[src/design/las_pkg.sv]
// Shared widths, register map, reset values and fixed-point constants for the Lorenz step block.
package las_pkg;

    localparam int DEF_SCREEN_WIDTH  = 1920;
    localparam int DEF_SCREEN_HEIGHT = 1080;

    localparam int POS_W     = 32;
    localparam int FRAC_W    = 16;
    localparam int MUL_W     = 33;
    localparam int PROD_W    = 2 * MUL_W;
    localparam int RATE_W    = 50;
    localparam int RATE_LO_W = 25;
    localparam int FULL_W    = 68;
    localparam int INC_W     = FULL_W - FRAC_W;
    localparam int SUM_W     = INC_W + 1;

    localparam int SIGMA_W    = 23;
    localparam int RHO_W      = 24;
    localparam int BETA_W     = 21;
    localparam int STEP_W     = 17;
    localparam int START_W    = 23;
    localparam int CFG_ADDR_W = 3;
    localparam int CFG_DATA_W = 24;

    localparam logic [CFG_ADDR_W-1:0] CFG_SIGMA   = 3'd0;
    localparam logic [CFG_ADDR_W-1:0] CFG_RHO     = 3'd1;
    localparam logic [CFG_ADDR_W-1:0] CFG_BETA    = 3'd2;
    localparam logic [CFG_ADDR_W-1:0] CFG_STEP    = 3'd3;
    localparam logic [CFG_ADDR_W-1:0] CFG_START_X = 3'd4;
    localparam logic [CFG_ADDR_W-1:0] CFG_START_Y = 3'd5;
    localparam logic [CFG_ADDR_W-1:0] CFG_START_Z = 3'd6;

    localparam logic [SIGMA_W-1:0] SIGMA_RST = 23'd655360;
    localparam logic [RHO_W-1:0]   RHO_RST   = 24'd1835008;
    localparam logic [BETA_W-1:0]  BETA_RST  = 21'd174763;
    localparam logic [STEP_W-1:0]  STEP_RST  = 17'd328;
    localparam logic [START_W-1:0] START_RST = 23'd65536;
    localparam logic [POS_W-1:0]   POS_RST   = 32'd65536;

    // pixel mapping: q = ((p + ofs) * 18 * N + bias) >>> shift, pixel = q / div
    localparam int PIX_GAIN  = 18;
    localparam int X_OFS     = 1310720;
    localparam int Y_OFS     = 1966080;
    localparam int COL_BIAS  = 26214400;
    localparam int ROW_BIAS  = 39321600;
    localparam int COL_SHIFT = 21;
    localparam int ROW_SHIFT = 20;
    localparam int COL_DIV   = 25;
    localparam int ROW_DIV   = 75;
    localparam int RECIP_C       = 167773;
    localparam int RECIP_C_SHIFT = 22;
    localparam int RECIP_R       = 447393;
    localparam int RECIP_R_SHIFT = 25;

    typedef struct packed {
        logic        [SIGMA_W-1:0] sigma;
        logic        [RHO_W-1:0]   rho;
        logic        [BETA_W-1:0]  beta;
        logic        [STEP_W-1:0]  step_size;
        logic signed [START_W-1:0] start_x;
        logic signed [START_W-1:0] start_y;
        logic signed [START_W-1:0] start_z;
    } las_cfg_t;

endpackage

[src/design/lorenz_attractor_step_top.sv]
// Lorenz trajectory stepper: one Euler step and one screen pixel per input word.
//
// Input channel (s_valid/s_ready, s_restart): each accepted word advances the
// held point by one forward-Euler step; s_restart first reloads the start point.
// Result channel (m_valid/m_ready): new x, y, z in signed Q16.16 (saturated),
// plus column, row and an on-screen flag (cleared when either was clamped).
// Configuration: cfg_wr_en/cfg_addr/cfg_wr_data, one register per write,
// written only while idle, a rule on the user that the block does not enforce.
// Timing: all multiplications go through one shared 33x33 multiplier, fourteen
// passes per word under a step counter. The result appears and s_ready returns
// at the same time, so a new word is taken only after the last one is finished
// and its result has entered the output register.
// The output register holds a finished word while the next one is computed;
// if it is still occupied when that next word completes, the sequencer holds
// in its last step until m_ready frees the register.
// Reset: synchronous, active low; the point returns to (1, 1, 1), the sequencer
// and m_valid clear, and the configuration registers return to their defaults.
module lorenz_attractor_step_top #(
    parameter int SCREEN_WIDTH  = las_pkg::DEF_SCREEN_WIDTH,
    parameter int SCREEN_HEIGHT = las_pkg::DEF_SCREEN_HEIGHT,
    localparam int COL_W = $clog2(SCREEN_WIDTH),
    localparam int ROW_W = $clog2(SCREEN_HEIGHT)
) (
    input  logic                            aclk,
    input  logic                            aresetn,
    input  logic                            s_valid,
    output logic                            s_ready,
    input  logic                            s_restart,
    output logic                            m_valid,
    input  logic                            m_ready,
    output logic signed [las_pkg::POS_W-1:0] m_out_x,
    output logic signed [las_pkg::POS_W-1:0] m_out_y,
    output logic signed [las_pkg::POS_W-1:0] m_out_z,
    output logic [COL_W-1:0]                m_column,
    output logic [ROW_W-1:0]                m_row,
    output logic                            m_on_screen,
    input  logic                            cfg_wr_en,
    input  logic [las_pkg::CFG_ADDR_W-1:0]  cfg_addr,
    input  logic [las_pkg::CFG_DATA_W-1:0]  cfg_wr_data
);
    import las_pkg::*;

    localparam int COL_SCALE = PIX_GAIN * SCREEN_WIDTH;
    localparam int ROW_SCALE = PIX_GAIN * SCREEN_HEIGHT;
    localparam int COL_LIM   = COL_DIV * SCREEN_WIDTH;
    localparam int ROW_LIM   = ROW_DIV * SCREEN_HEIGHT;
    localparam int QC_W      = $clog2(COL_LIM);
    localparam int QR_W      = $clog2(ROW_LIM);
    localparam int COLQ_W    = PROD_W - COL_SHIFT;
    localparam int ROWQ_W    = PROD_W - ROW_SHIFT;
    localparam int ST_W      = 4;

    localparam logic [ST_W-1:0] S_MUL_RX   = 4'd0;
    localparam logic [ST_W-1:0] S_MUL_RY   = 4'd1;
    localparam logic [ST_W-1:0] S_MUL_RZA  = 4'd2;
    localparam logic [ST_W-1:0] S_MUL_RZB  = 4'd3;
    localparam logic [ST_W-1:0] S_MUL_XLO  = 4'd4;
    localparam logic [ST_W-1:0] S_MUL_XHI  = 4'd5;
    localparam logic [ST_W-1:0] S_MUL_YLO  = 4'd6;
    localparam logic [ST_W-1:0] S_MUL_YHI  = 4'd7;
    localparam logic [ST_W-1:0] S_MUL_ZLO  = 4'd8;
    localparam logic [ST_W-1:0] S_MUL_ZHI  = 4'd9;
    localparam logic [ST_W-1:0] S_MUL_COL  = 4'd10;
    localparam logic [ST_W-1:0] S_MUL_ROW  = 4'd11;
    localparam logic [ST_W-1:0] S_MUL_CDIV = 4'd12;
    localparam logic [ST_W-1:0] S_MUL_RDIV = 4'd13;
    localparam logic [ST_W-1:0] S_DONE     = 4'd14;

    las_cfg_t cfg_q;

    logic              busy_reg, busy_next;
    logic [ST_W-1:0]   step_reg, step_next;
    logic signed [POS_W-1:0]  pos_x_reg, pos_x_next;
    logic signed [POS_W-1:0]  pos_y_reg, pos_y_next;
    logic signed [POS_W-1:0]  pos_z_reg, pos_z_next;
    logic signed [RATE_W-1:0] rx_reg, rx_next;
    logic signed [RATE_W-1:0] ry_reg, ry_next;
    logic signed [RATE_W-1:0] rz_reg, rz_next;
    logic signed [PROD_W-1:0] acc_reg, acc_next;
    logic [QC_W-1:0]   qc_reg, qc_next;
    logic [QR_W-1:0]   qr_reg, qr_next;
    logic              col_lo_reg, col_lo_next, col_hi_reg, col_hi_next;
    logic              row_lo_reg, row_lo_next, row_hi_reg, row_hi_next;
    logic [COL_W-1:0]  col_reg, col_next;
    logic              m_valid_reg, m_valid_next;
    logic signed [POS_W-1:0]  m_out_x_reg, m_out_x_next;
    logic signed [POS_W-1:0]  m_out_y_reg, m_out_y_next;
    logic signed [POS_W-1:0]  m_out_z_reg, m_out_z_next;
    logic [COL_W-1:0]  m_column_reg, m_column_next;
    logic [ROW_W-1:0]  m_row_reg, m_row_next;
    logic              m_on_screen_reg, m_on_screen_next;

    logic                     mul_en;
    logic signed [MUL_W-1:0]  mul_a, mul_b;
    logic signed [PROD_W-1:0] mul_p;
    logic signed [RATE_W-1:0] prod_q;
    logic signed [POS_W-1:0]  pos_sel, new_pos;
    logic signed [FULL_W-1:0] full;
    logic signed [INC_W-1:0]  inc;
    logic signed [SUM_W-1:0]  pos_sum;
    logic signed [PROD_W-1:0] pix_t;
    logic [ROW_W-1:0]         row_val;

    function automatic logic signed [POS_W-1:0] sat_pos(input logic signed [SUM_W-1:0] v);
        logic signed [POS_W-1:0] r;
        if (&v[SUM_W-1:POS_W-1] || ~|v[SUM_W-1:POS_W-1]) begin
            r = v[POS_W-1:0];
        end else if (v[SUM_W-1]) begin
            r = {1'b1, {(POS_W-1){1'b0}}};
        end else begin
            r = {1'b0, {(POS_W-1){1'b1}}};
        end
        return r;
    endfunction

    las_cfg u_cfg (
        .aclk    (aclk),
        .aresetn (aresetn),
        .wr_en   (cfg_wr_en),
        .addr    (cfg_addr),
        .wr_data (cfg_wr_data),
        .cfg     (cfg_q)
    );

    las_mul u_mul (
        .aclk (aclk),
        .en   (mul_en),
        .a    (mul_a),
        .b    (mul_b),
        .p    (mul_p)
    );

    assign s_ready = !busy_reg;
    assign mul_en  = busy_reg && (step_reg != S_DONE);

    always_comb begin
        mul_a = '0;
        mul_b = '0;
        case (step_reg)
            S_MUL_RX: begin
                mul_a = {pos_y_reg[POS_W-1], pos_y_reg} - {pos_x_reg[POS_W-1], pos_x_reg};
                mul_b = {{(MUL_W-SIGMA_W){1'b0}}, cfg_q.sigma};
            end
            S_MUL_RY: begin
                mul_a = {pos_x_reg[POS_W-1], pos_x_reg};
                mul_b = {{(MUL_W-RHO_W){1'b0}}, cfg_q.rho} - {pos_z_reg[POS_W-1], pos_z_reg};
            end
            S_MUL_RZA: begin
                mul_a = {pos_x_reg[POS_W-1], pos_x_reg};
                mul_b = {pos_y_reg[POS_W-1], pos_y_reg};
            end
            S_MUL_RZB: begin
                mul_a = {{(MUL_W-BETA_W){1'b0}}, cfg_q.beta};
                mul_b = {pos_z_reg[POS_W-1], pos_z_reg};
            end
            S_MUL_XLO: begin
                mul_a = {{(MUL_W-RATE_LO_W){1'b0}}, rx_reg[RATE_LO_W-1:0]};
                mul_b = {{(MUL_W-STEP_W){1'b0}}, cfg_q.step_size};
            end
            S_MUL_XHI: begin
                mul_a = {{(MUL_W-RATE_W+RATE_LO_W){rx_reg[RATE_W-1]}},
                         rx_reg[RATE_W-1:RATE_LO_W]};
                mul_b = {{(MUL_W-STEP_W){1'b0}}, cfg_q.step_size};
            end
            S_MUL_YLO: begin
                mul_a = {{(MUL_W-RATE_LO_W){1'b0}}, ry_reg[RATE_LO_W-1:0]};
                mul_b = {{(MUL_W-STEP_W){1'b0}}, cfg_q.step_size};
            end
            S_MUL_YHI: begin
                mul_a = {{(MUL_W-RATE_W+RATE_LO_W){ry_reg[RATE_W-1]}},
                         ry_reg[RATE_W-1:RATE_LO_W]};
                mul_b = {{(MUL_W-STEP_W){1'b0}}, cfg_q.step_size};
            end
            S_MUL_ZLO: begin
                mul_a = {{(MUL_W-RATE_LO_W){1'b0}}, rz_reg[RATE_LO_W-1:0]};
                mul_b = {{(MUL_W-STEP_W){1'b0}}, cfg_q.step_size};
            end
            S_MUL_ZHI: begin
                mul_a = {{(MUL_W-RATE_W+RATE_LO_W){rz_reg[RATE_W-1]}},
                         rz_reg[RATE_W-1:RATE_LO_W]};
                mul_b = {{(MUL_W-STEP_W){1'b0}}, cfg_q.step_size};
            end
            S_MUL_COL: begin
                mul_a = {pos_x_reg[POS_W-1], pos_x_reg} + MUL_W'(X_OFS);
                mul_b = MUL_W'(COL_SCALE);
            end
            S_MUL_ROW: begin
                mul_a = {pos_y_reg[POS_W-1], pos_y_reg} + MUL_W'(Y_OFS);
                mul_b = MUL_W'(ROW_SCALE);
            end
            S_MUL_CDIV: begin
                mul_a = {{(MUL_W-QC_W){1'b0}}, qc_reg};
                mul_b = MUL_W'(RECIP_C);
            end
            S_MUL_RDIV: begin
                mul_a = {{(MUL_W-QR_W){1'b0}}, qr_reg};
                mul_b = MUL_W'(RECIP_R);
            end
            default: ;
        endcase
    end

    // Euler update: (hi partial << 25) + lo partial, floor to Q16.16, saturate
    assign prod_q  = mul_p[PROD_W-1:FRAC_W];
    assign pos_sel = (step_reg == S_MUL_YLO) ? pos_x_reg :
                     (step_reg == S_MUL_ZLO) ? pos_y_reg : pos_z_reg;
    assign full    = ({{(FULL_W-PROD_W){mul_p[PROD_W-1]}}, mul_p} <<< RATE_LO_W)
                   + {{(FULL_W-PROD_W){acc_reg[PROD_W-1]}}, acc_reg};
    assign inc     = full[FULL_W-1:FRAC_W];
    assign pos_sum = {{(SUM_W-POS_W){pos_sel[POS_W-1]}}, pos_sel} + {inc[INC_W-1], inc};
    assign new_pos = sat_pos(pos_sum);
    assign pix_t   = mul_p + ((step_reg == S_MUL_ROW) ? PROD_W'(COL_BIAS) : PROD_W'(ROW_BIAS));
    assign row_val = row_lo_reg ? '0 :
                     row_hi_reg ? ROW_W'(SCREEN_HEIGHT - 1) : mul_p[RECIP_R_SHIFT +: ROW_W];

    always_comb begin
        busy_next        = busy_reg;
        step_next        = step_reg;
        pos_x_next       = pos_x_reg;
        pos_y_next       = pos_y_reg;
        pos_z_next       = pos_z_reg;
        rx_next          = rx_reg;
        ry_next          = ry_reg;
        rz_next          = rz_reg;
        acc_next         = acc_reg;
        qc_next          = qc_reg;
        qr_next          = qr_reg;
        col_lo_next      = col_lo_reg;
        col_hi_next      = col_hi_reg;
        row_lo_next      = row_lo_reg;
        row_hi_next      = row_hi_reg;
        col_next         = col_reg;
        m_valid_next     = m_valid_reg;
        m_out_x_next     = m_out_x_reg;
        m_out_y_next     = m_out_y_reg;
        m_out_z_next     = m_out_z_reg;
        m_column_next    = m_column_reg;
        m_row_next       = m_row_reg;
        m_on_screen_next = m_on_screen_reg;

        if (m_valid_reg && m_ready) begin
            m_valid_next = 1'b0;
        end

        if (!busy_reg) begin
            if (s_valid) begin
                busy_next = 1'b1;
                step_next = S_MUL_RX;
                if (s_restart) begin
                    pos_x_next = {{(POS_W-START_W){cfg_q.start_x[START_W-1]}}, cfg_q.start_x};
                    pos_y_next = {{(POS_W-START_W){cfg_q.start_y[START_W-1]}}, cfg_q.start_y};
                    pos_z_next = {{(POS_W-START_W){cfg_q.start_z[START_W-1]}}, cfg_q.start_z};
                end
            end
        end else begin
            step_next = step_reg + 4'd1;
            // each step takes the product issued in the step before
            case (step_reg)
                S_MUL_RY:  rx_next = prod_q;
                S_MUL_RZA: ry_next = prod_q - {{(RATE_W-POS_W){pos_y_reg[POS_W-1]}}, pos_y_reg};
                S_MUL_RZB: rz_next = prod_q;
                S_MUL_XLO: rz_next = rz_reg - prod_q;
                S_MUL_XHI, S_MUL_YHI, S_MUL_ZHI: acc_next = mul_p;
                S_MUL_YLO: pos_x_next = new_pos;
                S_MUL_ZLO: pos_y_next = new_pos;
                S_MUL_COL: pos_z_next = new_pos;
                S_MUL_ROW: begin
                    col_lo_next = pix_t[PROD_W-1];
                    col_hi_next = !pix_t[PROD_W-1]
                                && (pix_t[PROD_W-1:COL_SHIFT] >= COLQ_W'(COL_LIM));
                    qc_next     = pix_t[COL_SHIFT +: QC_W];
                end
                S_MUL_CDIV: begin
                    row_lo_next = pix_t[PROD_W-1];
                    row_hi_next = !pix_t[PROD_W-1]
                                && (pix_t[PROD_W-1:ROW_SHIFT] >= ROWQ_W'(ROW_LIM));
                    qr_next     = pix_t[ROW_SHIFT +: QR_W];
                end
                S_MUL_RDIV: begin
                    col_next = col_lo_reg ? '0 :
                               col_hi_reg ? COL_W'(SCREEN_WIDTH - 1) :
                                            mul_p[RECIP_C_SHIFT +: COL_W];
                end
                S_DONE: begin
                    if (!m_valid_reg || m_ready) begin
                        busy_next        = 1'b0;
                        step_next        = S_MUL_RX;
                        m_valid_next     = 1'b1;
                        m_out_x_next     = pos_x_reg;
                        m_out_y_next     = pos_y_reg;
                        m_out_z_next     = pos_z_reg;
                        m_column_next    = col_reg;
                        m_row_next       = row_val;
                        m_on_screen_next = !(col_lo_reg || col_hi_reg || row_lo_reg || row_hi_reg);
                    end else begin
                        step_next = step_reg;
                    end
                end
                default: ;
            endcase
        end
    end

    always_ff @(posedge aclk) begin
        if (!aresetn) begin
            busy_reg    <= 1'b0;
            step_reg    <= S_MUL_RX;
            m_valid_reg <= 1'b0;
            pos_x_reg   <= POS_RST;
            pos_y_reg   <= POS_RST;
            pos_z_reg   <= POS_RST;
        end else begin
            busy_reg    <= busy_next;
            step_reg    <= step_next;
            m_valid_reg <= m_valid_next;
            pos_x_reg   <= pos_x_next;
            pos_y_reg   <= pos_y_next;
            pos_z_reg   <= pos_z_next;
        end
    end

    always_ff @(posedge aclk) begin
        rx_reg          <= rx_next;
        ry_reg          <= ry_next;
        rz_reg          <= rz_next;
        acc_reg         <= acc_next;
        qc_reg          <= qc_next;
        qr_reg          <= qr_next;
        col_lo_reg      <= col_lo_next;
        col_hi_reg      <= col_hi_next;
        row_lo_reg      <= row_lo_next;
        row_hi_reg      <= row_hi_next;
        col_reg         <= col_next;
        m_out_x_reg     <= m_out_x_next;
        m_out_y_reg     <= m_out_y_next;
        m_out_z_reg     <= m_out_z_next;
        m_column_reg    <= m_column_next;
        m_row_reg       <= m_row_next;
        m_on_screen_reg <= m_on_screen_next;
    end

    assign m_valid     = m_valid_reg;
    assign m_out_x     = m_out_x_reg;
    assign m_out_y     = m_out_y_reg;
    assign m_out_z     = m_out_z_reg;
    assign m_column    = m_column_reg;
    assign m_row       = m_row_reg;
    assign m_on_screen = m_on_screen_reg;

`ifndef SYNTHESIS
    a_accept_starts: assert property (@(posedge aclk) disable iff (!aresetn)
        (s_valid && s_ready) |=> (busy_reg && step_reg == S_MUL_RX))
        else $error("accepted word did not start the sequence");

    a_result_at_end: assert property (@(posedge aclk) disable iff (!aresetn)
        $rose(m_valid_reg) |-> ($past(busy_reg) && $past(step_reg) == S_DONE))
        else $error("result raised outside the last step");

    a_restart_load: assert property (@(posedge aclk) disable iff (!aresetn)
        (s_valid && s_ready && s_restart) |=>
        (pos_x_reg == {{(POS_W-START_W){$past(cfg_q.start_x[START_W-1])}},
                       $past(cfg_q.start_x)}))
        else $error("restart did not load the start point");

    a_clamp_edge: assert property (@(posedge aclk) disable iff (!aresetn)
        (m_valid_reg && !m_on_screen_reg) |->
        (m_column_reg == '0 || m_column_reg == COL_W'(SCREEN_WIDTH - 1)
         || m_row_reg == '0 || m_row_reg == ROW_W'(SCREEN_HEIGHT - 1)))
        else $error("off-screen pixel not on the screen border");
`endif

endmodule

[src/design/las_mul.sv]
// Shared signed multiplier with registered product.
module las_mul (
    input  logic                              aclk,
    input  logic                              en,
    input  logic signed [las_pkg::MUL_W-1:0]  a,
    input  logic signed [las_pkg::MUL_W-1:0]  b,
    output logic signed [las_pkg::PROD_W-1:0] p
);
    import las_pkg::*;

    logic signed [PROD_W-1:0] p_reg;

    always_ff @(posedge aclk) begin
        if (en) begin
            p_reg <= a * b;
        end
    end

    assign p = p_reg;

endmodule

[src/design/las_cfg.sv]
// Configuration register file: coefficients, time step and start point.
module las_cfg (
    input  logic                            aclk,
    input  logic                            aresetn,
    input  logic                            wr_en,
    input  logic [las_pkg::CFG_ADDR_W-1:0]  addr,
    input  logic [las_pkg::CFG_DATA_W-1:0]  wr_data,
    output las_pkg::las_cfg_t               cfg
);
    import las_pkg::*;

    las_cfg_t cfg_reg;

    always_ff @(posedge aclk) begin
        if (!aresetn) begin
            cfg_reg.sigma     <= SIGMA_RST;
            cfg_reg.rho       <= RHO_RST;
            cfg_reg.beta      <= BETA_RST;
            cfg_reg.step_size <= STEP_RST;
            cfg_reg.start_x   <= START_RST;
            cfg_reg.start_y   <= START_RST;
            cfg_reg.start_z   <= START_RST;
        end else if (wr_en) begin
            case (addr)
                CFG_SIGMA:   cfg_reg.sigma     <= wr_data[SIGMA_W-1:0];
                CFG_RHO:     cfg_reg.rho       <= wr_data[RHO_W-1:0];
                CFG_BETA:    cfg_reg.beta      <= wr_data[BETA_W-1:0];
                CFG_STEP:    cfg_reg.step_size <= wr_data[STEP_W-1:0];
                CFG_START_X: cfg_reg.start_x   <= wr_data[START_W-1:0];
                CFG_START_Y: cfg_reg.start_y   <= wr_data[START_W-1:0];
                CFG_START_Z: cfg_reg.start_z   <= wr_data[START_W-1:0];
                default: ;
            endcase
        end
    end

    assign cfg = cfg_reg;

endmodule
[config.mk]
export PLATFORM = sky130hd
export DESIGN_NAME = lorenz_attractor_step_top
export DESIGN_NICKNAME = d
export VERILOG_FILES = /design/src/design/las_pkg.sv /design/src/design/lorenz_attractor_step_top.sv /design/src/design/las_mul.sv /design/src/design/las_cfg.sv
export SDC_FILE = /design/constraint.sdc
export NUM_CORES = 2
export LEC_CHECK = 0
export BUFFER_PORTS_ARGS = -buffer_cell sky130_fd_sc_hd__buf_2
export CAP_MARGIN = 0
export CORE_AREA = 2 2 449 451
export CTS_CLUSTER_SIZE = 16
export DETAILED_ROUTE_END_ITERATION = 12
export DIE_AREA = 0 0 451 453
export PLACE_DENSITY = 0.66
export SYNTH_ARGS = -nofsm -noshare
export SYNTH_HDL_FRONTEND = slang
export SYNTH_SLANG_ARGS = --single-unit
[constraint.sdc]
create_clock -name aclk -period 13.4 [get_ports aclk]
set_input_delay 0.67 -clock aclk [delete_from_list [all_inputs] [get_ports aclk]]
set_output_delay 0.67 -clock aclk [all_outputs]
set_load 0.005 [all_outputs]
==> metrics.yaml <==
postRouteAntennaNets: 0
syn-num-nets: 10435
rr_endpoint: "u_mul.p[58]"
dieArea_mm2: 0.204
fin_skew_ps: 79.0
cts_root_buf: "clkbuf_16"
grt_overflow: 0
die_h_um: 453
ioPinCount: 154
hold-path-cell-count: 3
port_buffers: 153
routedWlPerCell_um: 26.4
cp.required_ps: 13830
clock-sinks: 689
report.final.slew_viol_count: 0
outcome: "finished, violations left"
clk_latency_ps: 760
wirelength_um: 308000
top_usage_layer: "met2"
drcViolationCount: 3
r2r_setup_slack_ps: 690
fin_nets: 10593
layout.cells.non_filler: 11672
crit_family: "compound AO/OA/AOI/OAI gates"
core-area_mm2: 0.199
drive_gt1_share_pct: 7.94
die_w_um: 451
antenna_found_initial: 50
worstSetupPathType: "reg -> reg"
start_util_pct: 39.9
htree_levels: 3
hold_ws_ps: 331
slew_headroom_pct: 12.7
synth_top_area_share_pct: 29.0
grtUsageMet2_pct: 46.0
setup_violations: 0
finalHoldViolations: 0
fin_crit_sh_pct: 94.9
numCtsBuffers: 80
syn_avg_cell_area_um2: 9.05
synth.distinct_cells: 89
path_buf_inv: 6
track_usage_pct: 29.8
areaGrowthSynthToFinish_pct: 10.6
min_from: "cfg_wr_data[1]"
timing.rr.start: "pos_z_reg[1]"
cts_tree: "yes"
tns_ps: 0
arrival_ps: 13140
vias_per_cell: 5.74
postSynth.asyncResetShare_pct: 0
ff2ff_path_depth: 41
hold_end: "u_cfg.cfg[24]"
use_met3_pct: 7.04
yosys.area.top_type: "fa_1"
synth-seq-cells: 689
routabilityCongestion: 1.09
grt_first_pass_wirelength_um: 448000
crit_top_cell: "fa_1"
grt_pass1_vias: 67386
drt_iter0_drc: 8104
num_vias: 67020
grt_use_met1_pct: 38.3
end_kind: "flip-flop"
cts.path.max_buffers: 3
ys_warn_count: 0
seq_area_frac_synth_pct: 22.8
dr.pass1.iters: 11
maxCapViolations: 0
syn-cell-area_mm2: 0.0795
hpwl_um: 243000
rows: 164
rsz0062_at_grt: "false"
synth_top_flop_cell: "edfxtp_1"
grt_max_degree: 90
crit_slowest_cell: "fa_1"
hp-class: "in -> reg"
synthTopCellsByArea: "fa_1 (29%), edfxtp_1 (16%), ha_1 (7.4%), inv_1 (6.8%), dfxtp_1 (6.4%)"
min_period_ps: 12710
max_freq_ghz: 0.0787
cp_max_fo: 16
synth_edf_count: 433
slowest_delay_ps: 590
violations: "DRC"
tightest_slew_ps: 1310
start_kind: "flip-flop"
place_inst: 11511
cts_setup_buffers: 0
largest_register_ffs: 154
netlist_instances: 8779
path_clk_slew_ps: 60
[synthesized netlist by cell type (all sizes together), types with 11 or more instances]
cell type	number
a221oi	37
nor3b	13
o22ai	25
buf	27
o31ai	15
o21ai	428
o221ai	11
and3	60
clkbuf	358
nand4	43
or3	31
a31oi	48
o211ai	38
nor2b	56
nand2	1350
a211oi	38
inv	1445
nor4	25
nor3	104
fa	1152
a211o	25
a22oi	73
mux2i	77
or2	18
nor2	547
dfxtp	256
a21boi	155
a21oi	378
xnor2	226
nand2b	86
nand3	130
xor2	87
o2111ai	11
a222oi	16
and2	112
ha	471
edfxtp	433
a221o	12
o21bai	48
a21o	144
o21a	41
[cell type report]
| type | instances | area [um2] |
|---|---|---|
| antenna | 12 | 30.0 |
| clock inverter | 35 | 480 |
| inverter | 1447 | 5430 |
| clock buffer | 114 | 2440 |
| fill | 19047 | 111000 |
| timing repair buffer | 461 | 3180 |
| tap | 2656 | 3320 |
| multi-input combinational | 6258 | 54900 |
| sequential | 689 | 18100 |
[cells in the final DEF (no fill, tap or decap), types with 23 or more instances in the layout]
master and n:
inv_1 1444, nand2_1 1349, fa_1 1151, nor2_1 539, ha_1 471, edfxtp_1 433
o21ai_0 402, a21oi_1 375, buf_4 300, dfxtp_1 254, xnor2_1 226, a21boi_0 153
buf_2 152, a21o_1 144, nand3_1 128, and2_1 112, nor3_1 95, clkbuf_16 90
xor2_1 87, nand2b_1 86, mux2i_1 77, a22oi_1 71, and3_1 57, nor2b_1 55
o21bai_1 48, a31oi_1 47, nand4_1 43, o21a_1 41, o211ai_1 38, a221oi_1 31
or3_1 29, a211oi_1 29, a211o_1 24, o22ai_1 24, nor4_1 23
[worst min-delay path, cell delays in order]
cell	delay, ps
buf_2	190
nand2_1	80
a21boi_0	80
[timing repair]
| action | 4_1_cts | 5_1_grt |
|---|---|---|
| gates resized for setup | 0 | 4 |
| hold buffers | 0 | 0 |
| hold endpoints to repair | 0 | 0 |
| setup endpoints to repair | 0 | 7 |
[through the flow]
stage | setup WS (ps) | utilization (%) | cell area [um2]
after global placement | 652 | 42.6 | 84900
after floorplan | 2350 | - | 79500
after CTS | 472 | 44.1 | 87900
final | 685 | 44.1 | 87900
after global routing | 0.0346 | 44.1 | 87900
after detailed placement | 593 | 42.6 | 84900
[cell families (layout without fill, tap and decap cells)]
kind of cell               count (synthesis)  in the layout  synth area share [%]
muxes                                     81             81                  1.03
DFF                                      689            689                  22.8
xor gates and xnor gates                 313            313                  3.45
other                                      0             12                     0
and+or+nand+nor                         2606           2606                  14.3
AOI/OAI and AO/OA                       1635           1635                  13.3
buffers and inverters                   1832           2057                  8.69
adders and majority gates               1623           1623                  36.4
[routing by layer]
metal	wire (um)	vias up
li1	-	28832
met1	117000	33504
met2	135000	3765
met3	33700	899
met4	22500	20
met5	140	-
[worst max-delay path by stage]
| stage | from | endpoint | slack [ps] | depth (start not counted) |
|---|---|---|---|---|
| 2_1_floorplan | pos_x_reg[2] | u_mul.p[65] | 2350 | 46 |
| 3_3_place_gp | pos_x_reg[1] | u_mul.p[65] | 650 | 45 |
| 3_5_place_dp | pos_x_reg[1] | u_mul.p[58] | 590 | 44 |
| 4_1_cts | pos_x_reg[1] | u_mul.p[58] | 470 | 44 |
| 5_1_grt | pos_z_reg[0] | u_mul.p[65] | 0.03 | 45 |
| 6_report | pos_z_reg[1] | u_mul.p[58] | 690 | 41 |
Power is left out: the tool's default activity adds up to more than one toggle a clock period on the data nets, which glitch-free logic cannot reach.
